`config.mk`:
```
export PLATFORM = sky130hd
export DESIGN_NAME = indexed_shift_array
export DESIGN_NICKNAME = d
export VERILOG_FILES = /design/src/rtl/core/isa_pkg.sv /design/src/rtl/core/isa_cell.sv /design/src/rtl/core/indexed_shift_array.sv
export VERILOG_INCLUDE_DIRS = /design/src /design/src/rtl/core
export SDC_FILE = /design/constraint.sdc
export NUM_CORES = 1
export LEC_CHECK = 0
export BUFFER_PORTS_ARGS = -buffer_cell sky130_fd_sc_hd__buf_2
export CAP_MARGIN = 10
export CELL_PAD_IN_SITES_DETAIL_PLACEMENT = 1
export CELL_PAD_IN_SITES_GLOBAL_PLACEMENT = 1
export CORE_ASPECT_RATIO = 0.8
export CORE_MARGIN = 2
export CORE_UTILIZATION = 30
export DETAILED_ROUTE_END_ITERATION = 10
export PLACE_DENSITY_LB_ADDON = 0.1
export SLEW_MARGIN = 5
export SYNTH_ARGS = -nofsm -noshare
export SYNTH_HDL_FRONTEND = slang
export SYNTH_HIERARCHICAL = 1
export SYNTH_SLANG_ARGS = --single-unit
export TNS_END_PERCENT = 30
```
`constraint.sdc`:
```
create_clock -name clk -period 12.1 [get_ports clk]
set_clock_uncertainty 0.2 [all_clocks]
set_input_delay 0.605 -clock clk [delete_from_list [all_inputs] [get_ports clk]]
set_output_delay 0.605 -clock clk [all_outputs]
set_load 0.05 [all_outputs]
```
`src/rtl/core/assert_macros.svh`:
```
// Assertion macros shared by the RTL; they compile to nothing when SYNTH is defined.
`ifndef ASSERT_MACROS_SVH
`define ASSERT_MACROS_SVH

`ifndef SYNTH

// Same-cycle implication, disabled during reset.
`define ASSERT_IMPLIES(label, clk, rst, ante, cons) \
  label: assert property (@(posedge clk) disable iff (rst) (ante) |-> (cons)) \
    else $error("assertion failed: same-cycle implication");

// Next-cycle implication, disabled during reset.
`define ASSERT_NEXT(label, clk, rst, ante, cons) \
  label: assert property (@(posedge clk) disable iff (rst) (ante) |=> (cons)) \
    else $error("assertion failed: next-cycle implication");

`else

`define ASSERT_IMPLIES(label, clk, rst, ante, cons)
`define ASSERT_NEXT(label, clk, rst, ante, cons)

`endif

`endif

```
`src/rtl/core/isa_pkg.sv`:
```
// Shared constants and types for the indexed shift array.
`timescale 1ns / 1ps
`default_nettype none

package isa_pkg;

  localparam int DEPTH      = 16;
  localparam int DATA_WIDTH = 32;
  localparam int VALUE_W    = 32;
  localparam int IDX_W      = $clog2(DEPTH);
  localparam int CNT_W      = $clog2(DEPTH + 1);

  typedef enum logic [1:0] {
    CMD_INSERT = 2'd0,
    CMD_REMOVE = 2'd1,
    CMD_GET    = 2'd2,
    CMD_SET    = 2'd3
  } cmd_t;

  typedef enum logic [1:0] {
    ST_OK    = 2'd0,
    ST_RANGE = 2'd1,
    ST_FULL  = 2'd2
  } status_t;

  // What one cell does this cycle.
  typedef enum logic [1:0] {
    CELL_HOLD       = 2'd0,
    CELL_LOAD       = 2'd1,
    CELL_FROM_LOWER = 2'd2,
    CELL_FROM_UPPER = 2'd3
  } cell_op_t;

  typedef struct packed {
    cell_op_t op;
  } cell_ctrl_t;

endpackage

`default_nettype wire

```
`src/rtl/core/isa_cell.sv`:
```
// One storage cell of the shift array: holds a word, loads, or takes a neighbour's word.
`timescale 1ns / 1ps
`default_nettype none

module isa_cell (
  input  wire logic                            clk,
  input  wire isa_pkg::cell_ctrl_t             ctrl,
  input  wire logic [isa_pkg::DATA_WIDTH-1:0]  load_data,
  input  wire logic [isa_pkg::DATA_WIDTH-1:0]  lower_data,
  input  wire logic [isa_pkg::DATA_WIDTH-1:0]  upper_data,
  output logic      [isa_pkg::DATA_WIDTH-1:0]  data
);

  always_ff @(posedge clk) begin
    case (ctrl.op)
      isa_pkg::CELL_LOAD:       data <= load_data;
      isa_pkg::CELL_FROM_LOWER: data <= lower_data;
      isa_pkg::CELL_FROM_UPPER: data <= upper_data;
      default:                  data <= data;
    endcase
  end

endmodule

`default_nettype wire

```
`src/rtl/core/indexed_shift_array.sv`:
```
// Top level of the indexed shift array: command decode, cell row, fill count and result register.
`timescale 1ns / 1ps
`default_nettype none
`include "assert_macros.svh"

// Channel  Handshake            Payload
// -------  -------------------  -------------------------------------
// in       in_valid / in_ready  cmd, position, use_end, value_in
// out      out_valid/ out_ready value_out, count, status
//
// One item per cycle while the output is not stalled. A command is decoded
// and applied to the whole cell row in the cycle it is accepted: every shifting
// cell moves to its neighbour at once, so insert and remove are no slower than get and set.
// The result sits in an output register; a new item is taken in the same
// cycle as the pending result leaves.
// Synchronous reset clears the fill count and the output valid; cell
// contents are not reset and are only read below the fill count.
// A stall on the output holds the result and drops in_ready.

module indexed_shift_array (
  input  wire logic                         clk,
  input  wire logic                         rst,
  // input channel
  input  wire logic                         in_valid,
  output logic                              in_ready,
  input  wire logic [1:0]                   cmd,
  input  wire logic [isa_pkg::IDX_W-1:0]    position,
  input  wire logic                         use_end,
  input  wire logic [isa_pkg::VALUE_W-1:0]  value_in,
  // output channel
  output logic                              out_valid,
  input  wire logic                         out_ready,
  output logic      [isa_pkg::VALUE_W-1:0]  value_out,
  output logic      [isa_pkg::CNT_W-1:0]    count,
  output logic      [1:0]                   status
);

  localparam logic [isa_pkg::CNT_W-1:0] FULL_CNT = isa_pkg::CNT_W'(isa_pkg::DEPTH);

  logic                              in_fire;
  logic [isa_pkg::CNT_W-1:0]         fill;
  logic [isa_pkg::CNT_W-1:0]         fill_next;
  logic [isa_pkg::CNT_W-1:0]         idx;
  logic                              idx_ok;
  isa_pkg::status_t                  st;
  logic [isa_pkg::VALUE_W-1:0]       rd_value;
  logic [isa_pkg::DATA_WIDTH-1:0]    store_value;

  isa_pkg::cell_ctrl_t               cell_ctrl [isa_pkg::DEPTH];
  logic [isa_pkg::DATA_WIDTH-1:0]    cell_data [isa_pkg::DEPTH];

  assign in_ready    = !out_valid || out_ready;
  assign in_fire     = in_valid && in_ready;
  assign store_value = isa_pkg::DATA_WIDTH'(value_in);

  // Index resolution and status. At-end means append for insert and the
  // last entry otherwise; an empty array has no last entry.
  always_comb begin
    idx    = '0;
    idx_ok = 1'b0;
    st     = isa_pkg::ST_OK;
    if (cmd == isa_pkg::CMD_INSERT) begin
      idx = use_end ? fill : isa_pkg::CNT_W'(position);
      if (idx > fill) begin
        st = isa_pkg::ST_RANGE;
      end else if (fill == FULL_CNT) begin
        st = isa_pkg::ST_FULL;
      end else begin
        idx_ok = 1'b1;
      end
    end else begin
      if (use_end) begin
        idx    = fill - 1'b1;
        idx_ok = (fill != '0);
      end else begin
        idx    = isa_pkg::CNT_W'(position);
        idx_ok = (isa_pkg::CNT_W'(position) < fill);
      end
      if (!idx_ok) begin
        st = isa_pkg::ST_RANGE;
      end
    end
  end

  // Per-cell control: insert shifts cells above the index up, remove pulls
  // cells from the index onwards down. Cells beyond the fill count may take
  // junk; they are never read.
  always_comb begin
    fill_next = fill;
    rd_value  = '0;
    for (int i = 0; i < isa_pkg::DEPTH; i++) begin
      cell_ctrl[i].op = isa_pkg::CELL_HOLD;
    end
    if (in_fire && idx_ok) begin
      case (cmd)
        isa_pkg::CMD_INSERT: begin
          fill_next = fill + 1'b1;
          for (int i = 0; i < isa_pkg::DEPTH; i++) begin
            if (isa_pkg::CNT_W'(i) > idx) begin
              cell_ctrl[i].op = isa_pkg::CELL_FROM_LOWER;
            end else if (isa_pkg::CNT_W'(i) == idx) begin
              cell_ctrl[i].op = isa_pkg::CELL_LOAD;
            end
          end
        end
        isa_pkg::CMD_REMOVE: begin
          fill_next = fill - 1'b1;
          for (int i = 0; i < isa_pkg::DEPTH; i++) begin
            if (isa_pkg::CNT_W'(i) >= idx) begin
              cell_ctrl[i].op = isa_pkg::CELL_FROM_UPPER;
            end
          end
        end
        isa_pkg::CMD_GET: begin
          rd_value = isa_pkg::VALUE_W'(cell_data[idx[isa_pkg::IDX_W-1:0]]);
        end
        isa_pkg::CMD_SET: begin
          for (int i = 0; i < isa_pkg::DEPTH; i++) begin
            if (isa_pkg::CNT_W'(i) == idx) begin
              cell_ctrl[i].op = isa_pkg::CELL_LOAD;
            end
          end
        end
        default: begin
          fill_next = fill;
        end
      endcase
    end
  end

  // The cell row. Ends of the chain feed the incoming word at the bottom and
  // the top cell's own word at the top; neither path is selected in use
  // except for the top cell on remove, where its word is past the new fill.
  for (genvar g = 0; g < isa_pkg::DEPTH; g++) begin : g_cell
    logic [isa_pkg::DATA_WIDTH-1:0] lower;
    logic [isa_pkg::DATA_WIDTH-1:0] upper;
    if (g == 0) begin : g_bottom
      assign lower = store_value;
    end else begin : g_mid_lo
      assign lower = cell_data[g-1];
    end
    if (g == isa_pkg::DEPTH - 1) begin : g_top
      assign upper = cell_data[g];
    end else begin : g_mid_hi
      assign upper = cell_data[g+1];
    end
    isa_cell u_cell (
      .clk        (clk),
      .ctrl       (cell_ctrl[g]),
      .load_data  (store_value),
      .lower_data (lower),
      .upper_data (upper),
      .data       (cell_data[g])
    );
  end

  // Fill count and result register.
  always_ff @(posedge clk) begin
    if (rst) begin
      fill      <= '0;
      out_valid <= 1'b0;
    end else begin
      if (in_fire) begin
        fill      <= fill_next;
        out_valid <= 1'b1;
      end else if (out_ready) begin
        out_valid <= 1'b0;
      end
    end
  end

  always_ff @(posedge clk) begin
    if (in_fire) begin
      value_out <= rd_value;
      count     <= fill_next;
      status    <= st;
    end
  end

  // Checks on the array's own bookkeeping.
  `ASSERT_IMPLIES(a_fill_bound, clk, rst, 1'b1, fill <= FULL_CNT)
  `ASSERT_NEXT(a_err_keeps_fill, clk, rst, in_fire && !idx_ok, fill == $past(fill))
  `ASSERT_NEXT(a_idle_keeps_fill, clk, rst, !in_fire, $stable(fill))
  `ASSERT_IMPLIES(a_err_zero_value, clk, rst, out_valid && status != isa_pkg::ST_OK,
                  value_out == '0)

endmodule

`default_nettype wire

```
==> results of run 1 <==
## power breakdown
| group | leakage, uW | total (uW) | switching, uW | internal, uW |
|---|---|---|---|---|
| logic | 0.00530 | 802 | 540 | 262 |
| registers | 0.00508 | 2310 | 68.5 | 2240 |
| clock network | 0.00109 | 2110 | 872 | 1240 |
| total | 0.0115 | 5220 | 1480 | 3740 |
## state kept, by name (all words and copies together) (netlist names)
| register | count |
|---|---|
| count | 5 |
| fill | 5 |
| g_cell.u_cell/data | 512 |
| out_valid | 1 |
| status | 2 |
| value_out | 32 |
## metrics by stage
stage	setup slack [ns]	total power (uW)	instance area, sq um	std cells	hold slack, ns
floorplan	7.18	2870	33700	2909	0.372
CTS	6.65	5310	36800	4417	0.315
finish	6.75	5220	36800	4418	0.345
global route	6.48	5440	36800	4417	0.325
global placement	6.38	3140	34500	4289	0.301
detailed placement	6.32	3160	34500	4289	0.332
## critical path: cells and delay by family, from the launching register on
family                     cells  cell delay, ns
AOI/OAI and AO/OA              2            0.50
adders and majority gates      1            0.24
buffers and inverters          2            0.83
DFF                            1            0.54
and+or+nand+nor                5            2.60
## layout by cell type (no fill, tap or decap), types with 4 or more instances in the layout
cell type	count
mux2i_1	642
nor2_1	594
edfxtp_1	551
a21oi_1	529
buf_2	83
clkbuf_16	74
mux4_2	64
a221o_1	62
buf_4	43
o22ai_1	30
clkbuf_1	17
or2_2	16
clkinv_1	14
o21ai_0	11
nor2_4	10
inv_1	9
a21oi_4	9
ha_1	9
nand2_1	8
nor3_2	8
clkinv_2	7
xnor2_1	6
nor3_1	6
dfxtp_1	6
nand3_1	5
nor4_2	5
and2_1	5
bufinv_16	5
nand2b_1	4
nor2b_1	4
## area by class of cell
class / instances / area, sq um
Fill cell: 12000 / 74100
Antenna cell: 1 / 2.50
Multi-Input combinational cell: 2098 / 15200
Sequential cell: 557 / 16700
Inverter: 9 / 33.8
Clock buffer: 94 / 1960
Clock inverter: 32 / 294
Tap cell: 1498 / 1870
Timing Repair Buffer: 129 / 778
## cells by family after synthesis
kind of cell | after synthesis | share of synthesized area
compound gates | 680 | 0.116
mux | 708 | 0.234
fa+ha+maj | 11 | 0.00394
flops | 557 | 0.495
simple gates | 693 | 0.0858
xor+xnor | 6 | 0.00156
buf+inv | 254 | 0.0637
## worst paths after layout
kind	from	to	slack, ns
setup / recovery	fill[2]	g_cell[14].u_cell/data[26]	6.75
hold / removal	value_in[11]	g_cell[15].u_cell/data[11]	0.35
setup reg to reg	fill[2]	g_cell[14].u_cell/data[26]	6.75
hold reg to reg	g_cell[0].u_cell/data[25]	g_cell[1].u_cell/data[25]	0.46
## metal layers
metal	share of wire	routed length (um)	track usage	vias to the layer above
met2	0.51	60200	0.360	338
li1	-	-	-	10900
met3	0.022	2580	0.0256	168
met1	0.43	50300	0.251	11900
met4	0.032	3800	0.0671	0
met5	0	0	0	-
==> impl_metrics.py, run 1 <==
metrics = {
    "routing": {
        "dr.pass1.iters": 5,
        "routed_wl_um": 117000,
        "drtIter0Drc": 1324,
        "drt-wirelength-per-cell_um": 26.5,
        "drtAntennaViolNets": 0,
        "num_vias": 23200,
        "routed_via_density": 5.26,
        "drcViolationCount": 0,
    },
    "logic_synthesis": {
        "synthCells": 2909,
        "async_flop_share": 0,
        "synth_top_cell_by_area": "edfxtp_1",
        "netlist_top_cells_count": "mux2i_1 (642), nor2_1 (603), edfxtp_1 (551)",
        "yosys_most_used_dff": "edfxtp_1",
        "synthesis.area_sq_um": 33700,
        "synth_edf_count": 551,
        "avgSynthCellArea_sq_um": 11.6,
        "ys_seq_elements": 557,
        "ys_types": 70,
        "synth_nets": 2961,
        "ys_seq_area_frac": 0.495,
        "netlist.area_leader.share": 0.491,
        "ys_warn_count": 6,
        "synth_area_leaders": "edfxtp_1 (49%), mux2i_1 (19%), a21oi_1 (8.0%), nor2_1 (6.7%), mux4_2 (4.3%)",
        "synth.most_common_cell": "mux2i_1",
    },
    "worst_setup_path": {
        "end_kind": "register",
        "required_ns": 12.15,
        "cp_max_fo": 65,
        "r2r_cells": 10,
        "crit_type": "register to register",
        "cpPeakStageDelay_ns": 0.92,
        "arrival_ns": 5.41,
        "slowest_stage": "or2_2",
        "worstPathCellList": "inv_1, ha_1, or4_1, a21oi_2, nor4b_4, nor3_4, nand2b_1, a21oi_4, buf_4, or2_2",
        "crit_path_start_kind": "register",
    },
    "layout": {
        "syn_to_final_growth_pct": 9.19,
        "drive_gt1_frac": 0.126,
        "nets": 2917,
        "final_util": 0.332,
    },
    "place": {
        "place_hpwl_um": 81600,
        "numPortBuffers": 83,
        "gp_routability_congestion": 0.818,
    },
    "run": {
        "max-cap-violations": 0,
    },
    "status": {
        "status": "completed",
    },
    "clock_tree": {
        "cts_buffers": 70,
        "clk_pin_slew_worst_paths_ns": 0.06,
        "post_cts_resized": 0,
        "root_buffer": "clkbuf_16",
        "clk_latency_ns": 0.65,
        "ctsHoldBuffers": 2,
        "htree_levels": 3,
        "cts_tree": "built",
        "clock-sinks": 557,
        "clockBufferDepth": 3,
        "post_cts_buffers": 0,
    },
    "global_routing": {
        "grt_start_max_net_pins": 148,
        "grt_pass1_vias": 25200,
        "grt_overflow_total": 0,
        "grt_antenna_before_repair": 2,
        "grt_pass1_wl_um": 173000,
        "grtUsageTotal": 0.202,
    },
    "sta": {
        "fin_crit_sh": 0.443,
        "setup_viol": 0,
        "slew_headroom": 0.161,
        "hold_viol": 0,
        "min_period_ns": 5.35,
        "drv_slew": 0,
        "rsz0062_at_grt": "false",
        "worst_pin_slew_ns": 1.26,
        "finalSetupTns_ns": 0,
        "fmax_ghz": 0.187,
    },
    "pwr": {
        "peakVddDrop_mv": 0.0937,
        "cellPowerDensity_nw_per_um2": 142,
        "p_leak_uw": 0.0115,
    },
    "floorplanning": {
        "die_height_um": 304,
        "die_w_um": 379,
        "start_util": 0.304,
        "io_pins": 84,
        "num_rows": 109,
        "core_sq_um": 111000,
        "die_area_sq_um": 115000,
    },
    "worst_hold_path": {
        "hp-class": "primary input to register",
        "holdPathStages": 3,
    },
}
Power figures use the tool's default switching activity.
==> run 2: changes to the inputs <==
==> constraint.sdc (replaced) <==
create_clock -name clk -period 4.9 [get_ports clk]
set_clock_uncertainty 0.2 [all_clocks]
set_input_delay 0.245 -clock clk [delete_from_list [all_inputs] [get_ports clk]]
set_output_delay 0.245 -clock clk [all_outputs]
set_load 0.05 [all_outputs]
==> impl_metrics.py, run 2 (synthesized netlist as in run 1, its figures left out) <==
metrics = {
    "clock_tree": {
        "cts_buffers": 68,
        "clk_pin_slew_worst_paths_ns": 0.05,
        "post_cts_resized": 0,
        "root_buffer": "clkbuf_16",
        "clock-sinks": 557,
        "clockBufferDepth": 3,
        "clk_latency_ns": 0.65,
        "cts_tree": "built",
        "htree_levels": 3,
        "post_cts_buffers": 0,
    },
    "layout": {
        "nets": 3025,
        "antenna_cells": 0,
        "largest_register_ffs": 512,
        "regMostFlops": "g_cell.u_cell/data",
        "mostFrequentLayoutCells": "mux2i_1 (642), nor2_1 (594), edfxtp_1 (551)",
        "syn_to_final_growth_pct": 12.2,
        "final_cells": 4516,
        "biggestRegsByFlops": "g_cell.u_cell/data (512), value_out (32)",
        "drive_gt1_frac": 0.145,
        "nFillCells": 12000,
        "mostFrequentLayoutCell": "mux2i_1",
    },
    "sta": {
        "slew_headroom": 0.288,
        "worst_slack_ns": 0.351,
        "rsz0062_at_grt": "false",
        "fin_crit_sh": 0.928,
        "min_period_ns": 4.55,
        "hold_viol": 0,
        "fmax_ghz": 0.220,
        "worst_pin_slew_ns": 1.06,
        "finalSetupTns_ns": 0,
        "drv_slew": 0,
        "setup_viol": 0,
    },
    "routing": {
        "drcViolationCount": 0,
        "drtIter0Drc": 1651,
        "drt-wirelength-per-cell_um": 28.7,
        "routed_wl_um": 130000,
        "drtAntennaViolNets": 0,
        "dr.pass1.iters": 5,
        "num_vias": 24300,
        "routed_via_density": 5.38,
    },
    "global_routing": {
        "grt_pass1_wl_um": 188000,
        "grt_pass1_vias": 26000,
        "grt_start_max_net_pins": 65,
        "grt_overflow_total": 0,
        "grt_antenna_before_repair": 2,
        "grtUsageTotal": 0.224,
    },
    "pwr": {
        "comb_power_share": 0.167,
        "clkPwrFrac": 0.392,
        "p_leak_uw": 0.0120,
        "intPower_uw": 9170,
        "p_seq_frac": 0.441,
        "p_sw_frac": 0.287,
        "power_uw": 12900,
        "cellPowerDensity_nw_per_um2": 340,
        "peakVddDrop_mv": 0.195,
        "switchingPower_uw": 3700,
    },
    "worst_setup_path": {
        "rrSetupSlack_ns": 0.35,
        "arrival_ns": 4.70,
        "crit_type": "register to register",
        "crit_path_start_kind": "register",
        "end_kind": "register",
        "cp_max_fo": 13,
        "required_ns": 5.05,
    },
    "place": {
        "post-place-ws_ns": 0.353,
        "gp_routability_congestion": 0.825,
        "place_hpwl_um": 85000,
        "placedCellCount": 4364,
        "numPortBuffers": 83,
    },
    "floorplanning": {
        "die_w_um": 379,
        "die_height_um": 304,
        "die_area_sq_um": 115000,
        "core_sq_um": 111000,
        "start_util": 0.304,
        "io_pins": 84,
        "num_rows": 109,
    },
    "status": {
        "status": "completed",
    },
    "worst_hold_path": {
        "hp-class": "primary input to register",
    },
    "run": {
        "max-cap-violations": 0,
    },
}
run 2: changes by cell type in the layout (fill, tap and decap cells not counted), moves of 2 or more:
cell,previous run,this run
buf_4,43,99
dlygate4sd3_1,2,37
buf_12,1,20
clkbuf_1,17,9
clkbuf_16,74,71
clkinv_1,14,17
clkinvlp_4,3,0
clkinv_4,0,2
run 2: final timing paths:
| path | from | end | cells after the start |
|---|---|---|---|
| setup / recovery | fill[2] | g_cell[0].u_cell/data[29] | 12 |
| hold / removal | cmd[1] | fill[3] | 3 |
| setup reg to reg | fill[2] | g_cell[0].u_cell/data[29] | 12 |
| hold reg to reg | g_cell[0].u_cell/data[4] | g_cell[1].u_cell/data[4] | 2 |
run 2: worst max-delay path, stage by stage, from the launching register on:
cell and delay, ns:
dfxtp_1 0.49, inv_1 0.21, ha_1 0.23, or4_1 0.52, a21oi_2 0.21, nor4b_4 0.11
nor2_1 0.17, o21ai_2 0.24, buf_4 0.28, nor4_2 0.80, buf_4 0.46, mux2i_1 0.23
a21oi_1 0.09
run 2: cell type report:
| class | count | area [sq um] | area share |
|---|---|---|---|
| Clock inverter | 33 | 280 | 0.00742 |
| Sequential cell | 557 | 16700 | 0.441 |
| Clock buffer | 82 | 1840 | 0.0486 |
| Tap cell | 1498 | 1870 | 0.0496 |
| Multi-Input combinational cell | 2098 | 15200 | 0.401 |
| Timing Repair Buffer | 239 | 1930 | 0.0511 |
| Inverter | 9 | 33.8 | 0.000894 |
run 2: routing by layer:
metal | part of all wire | GRT usage | vias to the layer above
met5 | 0 | 0 | -
met4 | 0.027 | 0.0632 | 0
met3 | 0.036 | 0.0298 | 162
met2 | 0.47 | 0.362 | 509
met1 | 0.47 | 0.312 | 12500
li1 | - | - | 11100
run 2: power by group through the flow:
| stage | Clock (uW) | Combinational (uW) | Sequential, uW |
|---|---|---|---|
| floorplan | 0 | 1300 | 5790 |
| global placement | 0 | 2090 | 5780 |
| detailed placement | 0 | 2130 | 5780 |
| CTS | 5180 | 2160 | 5680 |
| global route | 5350 | 2300 | 5700 |
| finish | 5040 | 2150 | 5680 |
run 2: repair_timing:
action | CTS | global route
setup endpoints to repair | 0 | 0
hold buffers | 37 | 0
endpoints found under the hold margin | 467 | 0
run 2: per-stage QoR:
| step | area, sq um | utilization | hold slack [ns] |
|---|---|---|---|
| floorplan | 33700 | - | 0.114 |
| global placement | 35300 | 0.318 | 0.275 |
| detailed placement | 35300 | 0.318 | 0.278 |
| CTS | 37800 | 0.341 | 0.0798 |
| global route | 37800 | 0.341 | 0.102 |
| finish | 37800 | 0.341 | 0.125 |
